### src/hw/rtl/boll_pkg.sv
// Shared types for the bounded ordered list engine.
// Command codes, per-cell operation codes and the cell command struct.
// No dependencies.
package boll_pkg;

  // external field widths
  localparam int unsigned OP_W    = 3;
  localparam int unsigned POS_W   = 9;
  localparam int unsigned VALUE_W = 32;
  localparam int unsigned RPOS_W  = 8;
  localparam int unsigned CNT_W   = 9;
  localparam logic [CNT_W-1:0] CAP_LIMIT_RESET = 9'd256;

  // command codes on op_i
  typedef enum logic [OP_W-1:0] {
    OP_INSERT_AT     = 3'd0,
    OP_INSERT_SORTED = 3'd1,
    OP_ERASE_AT      = 3'd2,
    OP_REMOVE_ALL    = 3'd3,
    OP_GET           = 3'd4,
    OP_SET           = 3'd5,
    OP_FIND          = 3'd6
  } op_e;

  // operation applied by every cell
  typedef enum logic [1:0] {
    CELL_HOLD = 2'd0,
    CELL_INS  = 2'd1,
    CELL_DEL  = 2'd2,
    CELL_WR   = 2'd3
  } cell_op_e;

  typedef struct packed {
    cell_op_e op;
    logic     cmp_en;
  } cell_cmd_t;

endpackage

### src/hw/rtl/boll_cell.sv
// One storage cell of the list chain: holds one entry, shifts to/from its
// neighbors, and registers its compare flags. Uses boll_pkg.
module boll_cell #(
  parameter int unsigned DW  = 32,
  parameter int unsigned PW  = 9,
  parameter int unsigned IDX = 0
) (
  input  logic                clk_i,
  input  boll_pkg::cell_cmd_t cmd_i,
  input  logic [PW-1:0]       pos_i,
  input  logic [PW-1:0]       count_i,
  input  logic [DW-1:0]       value_i,
  input  logic [DW-1:0]       prev_i,
  input  logic [DW-1:0]       next_i,
  output logic [DW-1:0]       value_o,
  output logic                eq_o,
  output logic                ge_o,
  output logic [DW-1:0]       rd_o
);

  localparam logic [PW-1:0] MyIdx = PW'(IDX);

  logic [DW-1:0] value_q;
  logic          eq_q;
  logic          ge_q;
  logic          live;

  assign live = (MyIdx < count_i);

  // entry update: shift up on insert, down on erase, direct write
  always_ff @(posedge clk_i) begin
    case (cmd_i.op)
      boll_pkg::CELL_INS: begin
        if (MyIdx > pos_i) begin
          value_q <= prev_i;
        end else if (MyIdx == pos_i) begin
          value_q <= value_i;
        end
      end
      boll_pkg::CELL_DEL: begin
        if (MyIdx >= pos_i) begin
          value_q <= next_i;
        end
      end
      boll_pkg::CELL_WR: begin
        if (MyIdx == pos_i) begin
          value_q <= value_i;
        end
      end
      default: begin
      end
    endcase
  end

  // compare flags, only live entries count
  always_ff @(posedge clk_i) begin
    if (cmd_i.cmp_en) begin
      eq_q <= live && (value_q == value_i);
      ge_q <= live && (value_i <= value_q);
    end
  end

  assign value_o = value_q;
  assign eq_o    = eq_q;
  assign ge_o    = ge_q;
  assign rd_o    = (MyIdx == pos_i) ? value_q : '0;

endmodule

### config.mk
export PLATFORM = sky130hd
export DESIGN_NAME = boll_cell
export DESIGN_NICKNAME = d
export VERILOG_FILES = /design/src/hw/rtl/boll_pkg.sv /design/src/hw/rtl/boll_cell.sv
export SDC_FILE = /design/constraint.sdc
export NUM_CORES = 1
export LEC_CHECK = 0
export BUFFER_PORTS_ARGS = -buffer_cell sky130_fd_sc_hd__buf_2
export CORE_MARGIN = 4
export CORE_UTILIZATION = 39
export DETAILED_ROUTE_END_ITERATION = 10
export PLACE_DENSITY = 0.83
export SLEW_MARGIN = 15
export SYNTH_ARGS = -nofsm -noshare
export SYNTH_HDL_FRONTEND = slang
export SYNTH_SLANG_ARGS = --single-unit
### constraint.sdc
create_clock -name clk_i -period 2.5 [get_ports clk_i]
set_clock_uncertainty 0.05 [all_clocks]
set_input_delay 0.625 -clock clk_i [delete_from_list [all_inputs] [get_ports clk_i]]
set_output_delay 0.625 -clock clk_i [all_outputs]
set_load 0.005 [all_outputs]
### Word level (Yosys, flattened, before mapping)

Index checks and enable logic that the tools add are counted.

* bits in registers: 34
* input port bits: 118
* output and inout bits: 66
* word-level logic and storage cells: 22

* magnitude comparators: 4
* equal/unequal tests: 5
* multiplexer cells: 5
* reductions and logical operators: 5

Operators by type and width (number)
* 32-bit two-way mux: 4
* 32-bit one-hot mux with 3 select lines: 1
* 32-bit equality test: 1
* 32-bit less-or-equal comparator: 1
* 1-bit by 9-bit greater-or-equal comparator with 1-bit output (first input constant): 1
* 1-bit by 9-bit greater-than comparator with 1-bit output (first input constant): 1
* 9-bit zero test: 1
* 1-bit by 9-bit < comparator with 1-bit output (first input constant): 1
* 2-bit equality test (second input constant): 2
* 3-bit nonzero test: 1
* 2-bit by 1-bit equality test with 1-bit output (second input constant): 1
* 1-bit logical AND: 2
* 2-bit inequality test (second input constant): 1
* 2-bit AND reduction: 1

### Logic depth before layout (Yosys ltp)

Gate-level depths: netlist of run 1.

* depth after elaboration: 4
* gate-level depth with buffers: 7
* mapped depth without buffers: 7

### Least setup slack after synthesis of run 1

No wires, ideal clock.

* path kind: input port to flip-flop
* start point: in pos_i[7]
* end point: reg value_q[0], in the netlist value_o[0] (enable)
* library setup time: 0.388 ns
* arrival time: 2.244 ns
* data required time: 2.062 ns
* slack: -0.182 ns
* cell stages on the path: 6
* buffers on the path: 2
* cell sequence: nor4_1 -> nand2_1 -> nor4_2 -> buf_4 -> buf_6 -> a21o_1

* longest elaborated chain between the ends: 3

Ends and longest elaborated chain
* start, declared: line boll_cell.sv:10 `input logic [PW-1:0] pos_i,`
* 1-bit by 9-bit greater-or-equal comparator with 1-bit output: line boll_cell.sv:41 `if (MyIdx >= pos_i) begin`
* 2-bit inequality test (no line)
* 2-bit AND reduction (no line)
* end signal, assigned: line boll_cell.sv:37 `value_q <= value_i;`
* end signal, assigned: line boll_cell.sv:42 `value_q <= next_i;`
* end signal, assigned: line boll_cell.sv:47 `value_q <= value_i;`
* end, declared: line boll_cell.sv:23 `logic [DW-1:0] value_q;`

No other way between the ends.
A chain may end at the register's enable or synchronous reset.

### Final worst setup path of run 1

* start point: in pos_i[7]
* end point: out rd_o[10]

* longest elaborated chain between the ends: 2

Ends and longest elaborated chain
* 9-bit zero test: line boll_cell.sv:66 `assign rd_o = (MyIdx == pos_i) ? value_q : '0;`
* 32-bit two-way mux: line boll_cell.sv:66
* end, declared: line boll_cell.sv:18 `output logic [DW-1:0] rd_o`

No other way between the ends.

==> results of run 1 <==
registers in the layout, summed over array words and instances, names as in the netlist:
name / count
ge_o: 1
value_o: 32
eq_o: 1
repair_timing:
| item | in CTS | in global routing |
|---|---|---|
| pin swaps | 8 | 0 |
| hold endpoints to repair | 0 | 0 |
| buffers inserted | 3 | 2 |
| cloned | 2 | 0 |
| endpoints found under the setup margin | 32 | 32 |
| resized for setup | 4 | 13 |
stage by stage:
| stage | setup TNS, ns | total power, mW | hold slack [ns] |
|---|---|---|---|
| final | -1.20 | 1.46 | 0.517 |
| after global routing | -3.35 | 1.56 | 0.498 |
| after CTS | -1.69 | 1.48 | 0.507 |
| after detailed placement | -3.08 | 1.10 | 0.618 |
| after global placement | -0.00882 | 1.08 | 0.600 |
| after floorplan | 0 | 0.911 | 0.602 |
worst paths after layout:
path                                            start  slack [ns]  cells past startpoint               endpoint
worst max register to register  value_o[11]$_DFFE_PP_        0.23                      7         ge_o$_DFFE_PP_
worst min register to register  value_o[16]$_DFFE_PP_        0.62                      2  value_o[16]$_DFFE_PP_
worst max-delay path                         pos_i[7]       -0.05                      8               rd_o[10]
worst min-delay path                         cmd_i[0]        0.52                      1         ge_o$_DFFE_PP_
logic make-up after synthesis:
| family | count (synthesis) |
|---|---|
| buffers and inverters | 46 |
| AND/OR/NAND/NOR | 97 |
| flip-flops | 34 |
| adder cells (fa/ha/maj) | 32 |
| AO/OA/AOI/OAI | 58 |
| multiplexers | 32 |
layout make-up:
type,instances,share of cell area
Multi-Input combinational cell,219,0.404
Timing Repair Buffer,172,0.258
Sequential cell,34,0.258
Inverter,32,0.0303
Tap cell,96,0.0303
Clock buffer,7,0.0193
cell usage in the layout, fill, tap and decap left out, drive strengths merged:
cell	synthesis	final
clkbuf	10	8
mux2i	32	32
and2	32	32
nor2b	2	2
buf	4	171
o31a	1	1
a211oi	2	2
and4b	1	1
a221o	1	1
nor2	5	5
ha	32	32
nand4	6	6
inv	32	32
nand2	39	39
a21boi	1	1
edfxtp	34	34
o211ai	2	2
nor3	2	2
or3	1	1
and4	1	1
a22oi	1	1
nor4	5	5
nand3	2	2
o21bai	1	1
or4	1	1
o21ai	36	36
a21oi	11	11
a21o	2	2
power groups by stage:
stage               Sequential [mW]  Combinational [mW]  Clock [mW]
detailed placement            0.737               0.358           0
global route                  0.732               0.413       0.414
CTS                           0.725               0.365       0.394
finish                        0.725               0.360       0.377
floorplan                     0.733               0.178           0
global placement              0.733               0.343           0
layer usage:
layer  GRT usage  vias to the layer above  wire length (um)
met4      0.0334                        0                76
met3      0.0447                        8               462
met1       0.193                     1248              3080
met2       0.347                       83              4240
li1            -                     1380                 -
met5           0                        -                 0
==> impl_metrics.toml, run 1 <==
[route]
post_drt_via_cell_ratio = 4.86
first_pass_iters = 4
via_count = 2719
drt_iter0_drc = 59
routed_wl_um = 7860
drc = 0
ant_nets = 0
wl_per_cell_um = 14.0

[worst_setup_path]
path_class = "in2out"
end_kind = "output port"
critPathArrivalTime_ns = 1.88
critPathMaxFanout = 26
crit_family = "simple AND/OR/NAND/NOR gates"
path_common_cell = "nor4_4"
required_ns = 1.82
start_kind = "input port"
cp.buffers_inverters = 4
cp_cell_sequence = "buf_6, nor4_4, nand2_1, nor4_4, buf_4, buf_12, and2_1, buf_2"
crit_slowest_cell = "nor4_4"
critPathMaxStageDelay_ns = 0.27

[finish]
final_area_sq_mm = 0.00396
fillers = 630
layout-area-overhead-vs-synth_pct = 42.8
fin_util = 0.579
layout.nets = 614
insertedDiodeCount = 0
multi_input_area_sq_mm = 0.00160
register_area_sq_mm = 0.00102
final_cells = 560
drive_gt1_frac = 0.405

[pwr]
p_seq_frac = 0.496
powerDensity_mw_per_mm2 = 369
p_sw_frac = 0.277
p_clk_frac = 0.258
comb_power_share = 0.246
p_sw_uw = 404
leakage_nw = 1.91
p_int_mw = 1.06
ir_worst_vdd_v = 0.000172

[global_routing]
overflow = 0
grtUsageTotal = 0.178
grt_pass1_wl_um = 12300
grt_max_degree = 35
first_global_vias = 2693
antenna_found_initial = 0

[clock_network]
cts_hold_buffers = 0
cts-root-buf = "clkbuf_8"
path_clk_slew_ns = 0.06
htreeDepth = 2
cts_tree = "yes"
numCtsBuffers = 5
max-clock-path-buffers = 2
clk_latency_ns = 0.28
cts.sinks = 34

[die]
initial_core_util = 0.406
rows = 30
io_pins = 184
die_x_um = 92.3
dieArea_sq_mm = 0.00852
placeableCoreArea_sq_mm = 0.00683
fp.dieH_um = 92.3

[yosys]
ys.warnings.count = 0
yosys-top-cells-count = "39 x nand2_1, 34 x edfxtp_1"
synthCells = 299
synth_top_area_share = 0.368
ys_ff_latch = 34
yosys.area.top_type = "edfxtp_1"
synthXorXnorAreaFrac = 0
synth_flop_cell = "edfxtp_1"
synthesis.nets = 449
synth_edf_count = 34
synth_compound_area_frac = 0.116
synth_top_family_by_area = "simple AND/OR/NAND/NOR gates"
yosys-mux-area-fraction = 0.116
syn_avg_cell_area_sq_um = 9.27
synth_fa_ha_area_frac = 0.144
synth-seq-area-share = 0.368
syn_area_sq_mm = 0.00277
yosysUniqueCellTypes = 32
yosysMostFrequentCell = "nand2_1"
synthTopCellsByArea = "edfxtp_1 37%, ha_1 14%, mux2i_1 12%"
synthArstFlopShare = 0
synth-simple-area-share = 0.184

[sta]
worst_pin_slew_ns = 0.487
max_freq_mhz = 392
final_max_slew_viol_count = 0
setup_viol = 32
relSlewSlack = 0.672
min_period_ns = 2.55
rsz0062_at_grt = "yes"
period_share = 1.02
timing.final.hold_violations = 0
worst_slack_ns = -0.0508

[status]
status = "complete, but fails checks"
violations = "setup timing"

[placed_design]
place_congestion = 0.752
place_area_sq_mm = 0.00373
dp.cells = 546
port_buffers = 151
place_ws_ns = -0.0899
dp_hpwl_um = 5960

[hold_path]
hp-class = "in2reg"

[flow_run]
maxCapViolCount = 0
(Power assumes the default switching activity.)
==> run 2: changes to the inputs <==
--- a/config.mk
+++ b/config.mk
@@ -9,7 +9,7 @@
 export CORE_MARGIN = 4
 export CORE_UTILIZATION = 39
 export DETAILED_ROUTE_END_ITERATION = 10
-export PLACE_DENSITY = 0.83
+export PLACE_DENSITY = 0.84
 export SLEW_MARGIN = 15
 export SYNTH_ARGS = -nofsm -noshare
 export SYNTH_HDL_FRONTEND = slang
==> constraint.sdc (replaced) <==
create_clock -name clk_i -period 2.12 [get_ports clk_i]
set_clock_uncertainty 0.05 [all_clocks]
set_input_delay 0.53 -clock clk_i [delete_from_list [all_inputs] [get_ports clk_i]]
set_output_delay 0.53 -clock clk_i [all_outputs]
set_load 0.005 [all_outputs]
==> impl_metrics.toml, run 2 (synthesized netlist as in run 1, its figures left out) <==
[finish]
fin_util = 0.639
final_cell_mix = "142 x buf_2, 38 x nand2_1, 34 x edfxtp_1"
largest_reg_flops = 32
fillers = 595
drive_gt1_frac = 0.455
final_common_cell = "buf_2"
final_area_sq_mm = 0.00437
insertedDiodeCount = 0
layout.nets = 643
layout-area-overhead-vs-synth_pct = 57.5

[placed_design]
place_area_sq_mm = 0.00382
port_buffers = 151
place_congestion = 0.792
dp_hpwl_um = 6190

[route]
drc = 0
first_pass_iters = 7
via_count = 2967
ant_nets = 0
drt_iter0_drc = 68
routed_wl_um = 9140
wl_per_cell_um = 15.5
post_drt_via_cell_ratio = 5.03

[global_routing]
overflow = 0
met1_usage = 0.232
grt.busiest_layer = "met2"
grt_max_degree = 35
grt_pass1_wl_um = 13600
grtUsageTotal = 0.199
antenna_found_initial = 0
first_global_vias = 2905
grt_use_met3 = 0.0357
grt_util_met2 = 0.372

[sta]
setup_tns_ns = -10.63
worst_slack_ns = -0.299
final_max_slew_viol_count = 0
min_period_ns = 2.42
worst_pin_slew_ns = 0.323
hold_ws_ns = 0.410
relSlewSlack = 0.785
timing.final.hold_violations = 0
period_share = 1.14
setup_viol = 70
max_freq_mhz = 413
rsz0062_at_grt = "yes"

[worst_setup_path]
required_ns = 1.54
critPathMaxStageDelay_ns = 0.29
crit_slowest_cell = "nor4_4"
critPathMaxFanout = 12
crit_start = "pos_i[7]"
end_kind = "output port"
critPathArrivalTime_ns = 1.84
r2r-start = "value_o[5]$_DFFE_PP_"
cp_cell_sequence = "buf_6, nor4_4, nand2_2, nor4_4, buf_6, clkbuf_16, and2_1, buf_2"
crit_family = "simple AND/OR/NAND/NOR gates"
path_class = "in2out"
start_kind = "input port"
cp.buffers_inverters = 4

[die]
placeableCoreArea_sq_mm = 0.00683
dieArea_sq_mm = 0.00852
die_x_um = 92.3
fp.dieH_um = 92.3
initial_core_util = 0.406
io_pins = 184
rows = 30

[pwr]
ir_worst_vdd_v = 0.000291
leakage_nw = 2.11
powerDensity_mw_per_mm2 = 417

[clock_network]
cts_tree = "yes"
max-clock-path-buffers = 2
cts_hold_buffers = 0
path_clk_slew_ns = 0.07
cts-root-buf = "clkbuf_8"
cts.sinks = 34
htreeDepth = 2
numCtsBuffers = 5
clk_latency_ns = 0.29

[hold_path]
hp-start = "cmd_i[0]"
hp-class = "in2reg"

[flow_run]
maxCapViolCount = 0

[status]
violations = "setup timing"
status = "complete, but fails checks"
run 2: cell count changes in the layout (fill, tap and decap cells not counted), moves of 3 or more:
cell / delta
o21ai_0: -10
buf_4: +13
clkbuf_16: +3
buf_6: +9
o21ai_1: +10
run 2: per-stage QoR:
stage,setup slack (ns),power [mW],cells
2_1_floorplan,-0.0745,1.08,299
3_3_place_gp,-0.269,1.29,556
3_5_place_dp,-0.328,1.31,556
4_1_cts,-0.231,1.80,575
5_1_grt,-0.322,1.92,590
6_report,-0.299,1.82,590
run 2: timing repair:
action,4_1_cts,5_1_grt
gates resized for setup,15,36
gates cloned,3,4
endpoints found under the setup margin,33,90
buffers inserted,8,13
pin swaps,3,12
run 2: layout make-up:
type                            instances  area [sq um]  share of cell area
Multi-Input combinational cell        219          1630               0.374
Timing Repair Buffer                  201          1390               0.318
Sequential cell                        34          1020               0.234
Inverter                               32           120              0.0275
Tap cell                               96           120              0.0275
Clock buffer                            6          72.6              0.0166
Clock inverter                          2          8.76             0.00201
run 2: worst paths after layout:
path,endpoint,slack [ns],cells after the start
worst max-delay path,rd_o[30],-0.30,8
worst min-delay path,eq_o$_DFFE_PP_,0.41,1
worst max register to register,ge_o$_DFFE_PP_,0.07,9
worst min register to register,value_o[17]$_DFFE_PP_,0.64,2
run 2: report_power, final:
group	total, mW	internal (mW)	switching [mW]
clock	0.476	0.226	0.249
combinational	0.491	0.252	0.239
sequential	0.852	0.808	0.0441
total	1.82	1.29	0.533
run 2: routing by layer:
layer,vias up,share of wire
li1,1446,-
met1,1370,0.39
met2,130,0.53
met3,21,0.061
met4,0,0.025
met5,-,0
run 2: worst register-to-register path, cell delays in order (launching register included):
cell	delay [ns]
edfxtp_1	0.40
inv_1	0.07
ha_1	0.29
buf_4	0.10
nand2_1	0.05
nor4_2	0.31
buf_4	0.16
a21boi_2	0.15
o31a_1	0.14
o21bai_1	0.07
==> run 3: changes to the inputs <==
--- a/config.mk
+++ b/config.mk
@@ -5,11 +5,11 @@
 export SDC_FILE = /design/constraint.sdc
 export NUM_CORES = 1
 export LEC_CHECK = 0
-export BUFFER_PORTS_ARGS = -buffer_cell sky130_fd_sc_hd__buf_2
 export CORE_MARGIN = 4
-export CORE_UTILIZATION = 39
+export CORE_UTILIZATION = 60
 export DETAILED_ROUTE_END_ITERATION = 10
-export PLACE_DENSITY = 0.84
+export DONT_BUFFER_PORTS = 1
+export PLACE_DENSITY = 0.82
 export SLEW_MARGIN = 15
 export SYNTH_ARGS = -nofsm -noshare
 export SYNTH_HDL_FRONTEND = slang
==> constraint.sdc (replaced) <==
create_clock -name clk_i -period 3.05 [get_ports clk_i]
set_clock_uncertainty 0.05 [all_clocks]
set_input_delay 0.7625 -clock clk_i [delete_from_list [all_inputs] [get_ports clk_i]]
set_output_delay 0.7625 -clock clk_i [all_outputs]
set_load 0.005 [all_outputs]
==> impl_metrics.toml, run 3 (synthesized netlist as in run 1, its figures left out) <==
[worst_setup_path]
path_class = "in2out"
cp_cell_sequence = "nor4_1, nand2_1, nor4_4, buf_12, and2_1"
critPathMaxStageDelay_ns = 0.30
end_kind = "output port"
start_kind = "input port"
critPathMaxFanout = 41
required_ns = 2.24
crit_slowest_cell = "nor4_4"
critPathArrivalTime_ns = 1.95

[sta]
min_period_ns = 2.76
period_share = 0.904
final_max_slew_viol_count = 0
max_freq_mhz = 363
hold_ws_ns = 0.540
relSlewSlack = 0.683
setup_viol = 0
setup_tns_ns = 0
timing.final.hold_violations = 0
rsz0062_at_grt = "no"
worst_pin_slew_ns = 0.471

[route]
routed_wl_um = 6080
wl_per_cell_um = 17.4
ant_nets = 0
first_pass_iters = 4
drt_iter0_drc = 112
via_count = 2113
post_drt_via_cell_ratio = 6.05
drc = 0

[global_routing]
antenna_found_initial = 0
grt_pass1_wl_um = 10000
grt_max_degree = 42
overflow = 0
grtUsageTotal = 0.210
first_global_vias = 2047

[clock_network]
cts_tree = "yes"
clk_latency_ns = 0.28
numCtsBuffers = 5
cts.sinks = 34
max-clock-path-buffers = 2
cts_resized = 0
path_clk_slew_ns = 0.07
cts_hold_buffers = 0
cts-root-buf = "clkbuf_8"
postCtsSetupRepairBufs = 0
htreeDepth = 2

[die]
die_x_um = 76.0
dieArea_sq_mm = 0.00577
io_pins = 184
rows = 24
initial_core_util = 0.628
placeableCoreArea_sq_mm = 0.00441
fp.dieH_um = 76.0

[finish]
fillers = 356
largest_reg_flops = 32
final_cells = 349
final_cell_mix = "39 x nand2_1, 34 x edfxtp_1"
layout-area-overhead-vs-synth_pct = 5.55
insertedDiodeCount = 0
drive_gt1_frac = 0.0438
final_common_cell = "nand2_1"
layout.nets = 447

[placed_design]
place_congestion = 0.759
dp_hpwl_um = 4890
dp.cells = 342
port_buffers = 0

[pwr]
p_clk_frac = 0.285
p_total_mw = 1.10
comb_power_share = 0.166
p_seq_frac = 0.549
p_int_uw = 802
p_sw_uw = 298
ir_worst_vdd_v = 0.000260
leakage_nw = 1.15
p_sw_frac = 0.271
powerDensity_mw_per_mm2 = 376

[status]
status = "complete, no violations"

[hold_path]
hp-class = "in2reg"

[flow_run]
maxCapViolCount = 0
-- run 3: cell count changes in the layout (fill, tap and decap cells not counted), moves of 3 or more --
| cell | delta |
|---|---|
| buf_2 | -142 |
| buf_4 | -27 |
| buf_6 | -18 |
| o21ai_0 | +10 |
| o21ai_1 | -10 |
| and2_1 | +7 |
| and2_4 | -7 |
| clkbuf_16 | -4 |
| nor4_1 | +3 |
-- run 3: layout make-up --
cell class / count / area (sq um) / area share
multi-input combinational: 219 / 1570 / 0.536
sequential: 34 / 1020 / 0.349
timing repair buffer: 5 / 75.1 / 0.0257
clock buffer: 7 / 76.3 / 0.0261
inverter: 32 / 120 / 0.0411
tap: 52 / 65.1 / 0.0222
-- run 3: per-stage QoR --
step	cell area, sq um	util	setup slack (ns)
floorplan	2770	-	0.230
global placement	2850	0.645	0.342
detailed placement	2850	0.645	0.311
CTS	2930	0.663	0.309
global route	2930	0.663	0.159
finish	2930	0.663	0.292
-- run 3: routing by layer --
layer / global-route usage / routed length, um / vias to the layer above
met2: 0.354 / 3030 / 100
li1: - / - / 1048
met3: 0.0723 / 632 / 2
met4: 0.0427 / 21 / 0
met5: 0 / 0 / -
met1: 0.259 / 2400 / 963
-- run 3: power by group through the flow --
stage,Clock (mW),Combinational [mW],Sequential (mW)
after global routing,0.353,0.218,0.610
after floorplan,0,0.146,0.601
after global placement,0,0.175,0.612
after detailed placement,0,0.184,0.614
after CTS,0.324,0.186,0.604
final,0.313,0.183,0.604
-- run 3: critical path: cells and delay by family --
| kind | cells | cell delay, ns |
|---|---|---|
| buf+inv | 1 | 0.27 |
| simple gates | 4 | 0.89 |
-- run 3: worst paths after layout --
path                            cells after the start                     to             startpoint  slack, ns
worst min-delay path                                0         eq_o$_DFFE_PP_               cmd_i[0]       0.54
worst min register to register                      2  value_o[19]$_DFFE_PP_  value_o[19]$_DFFE_PP_       0.66
worst max register to register                      7         ge_o$_DFFE_PP_  value_o[14]$_DFFE_PP_       0.93
worst max-delay path                                5                rd_o[0]               pos_i[7]       0.29
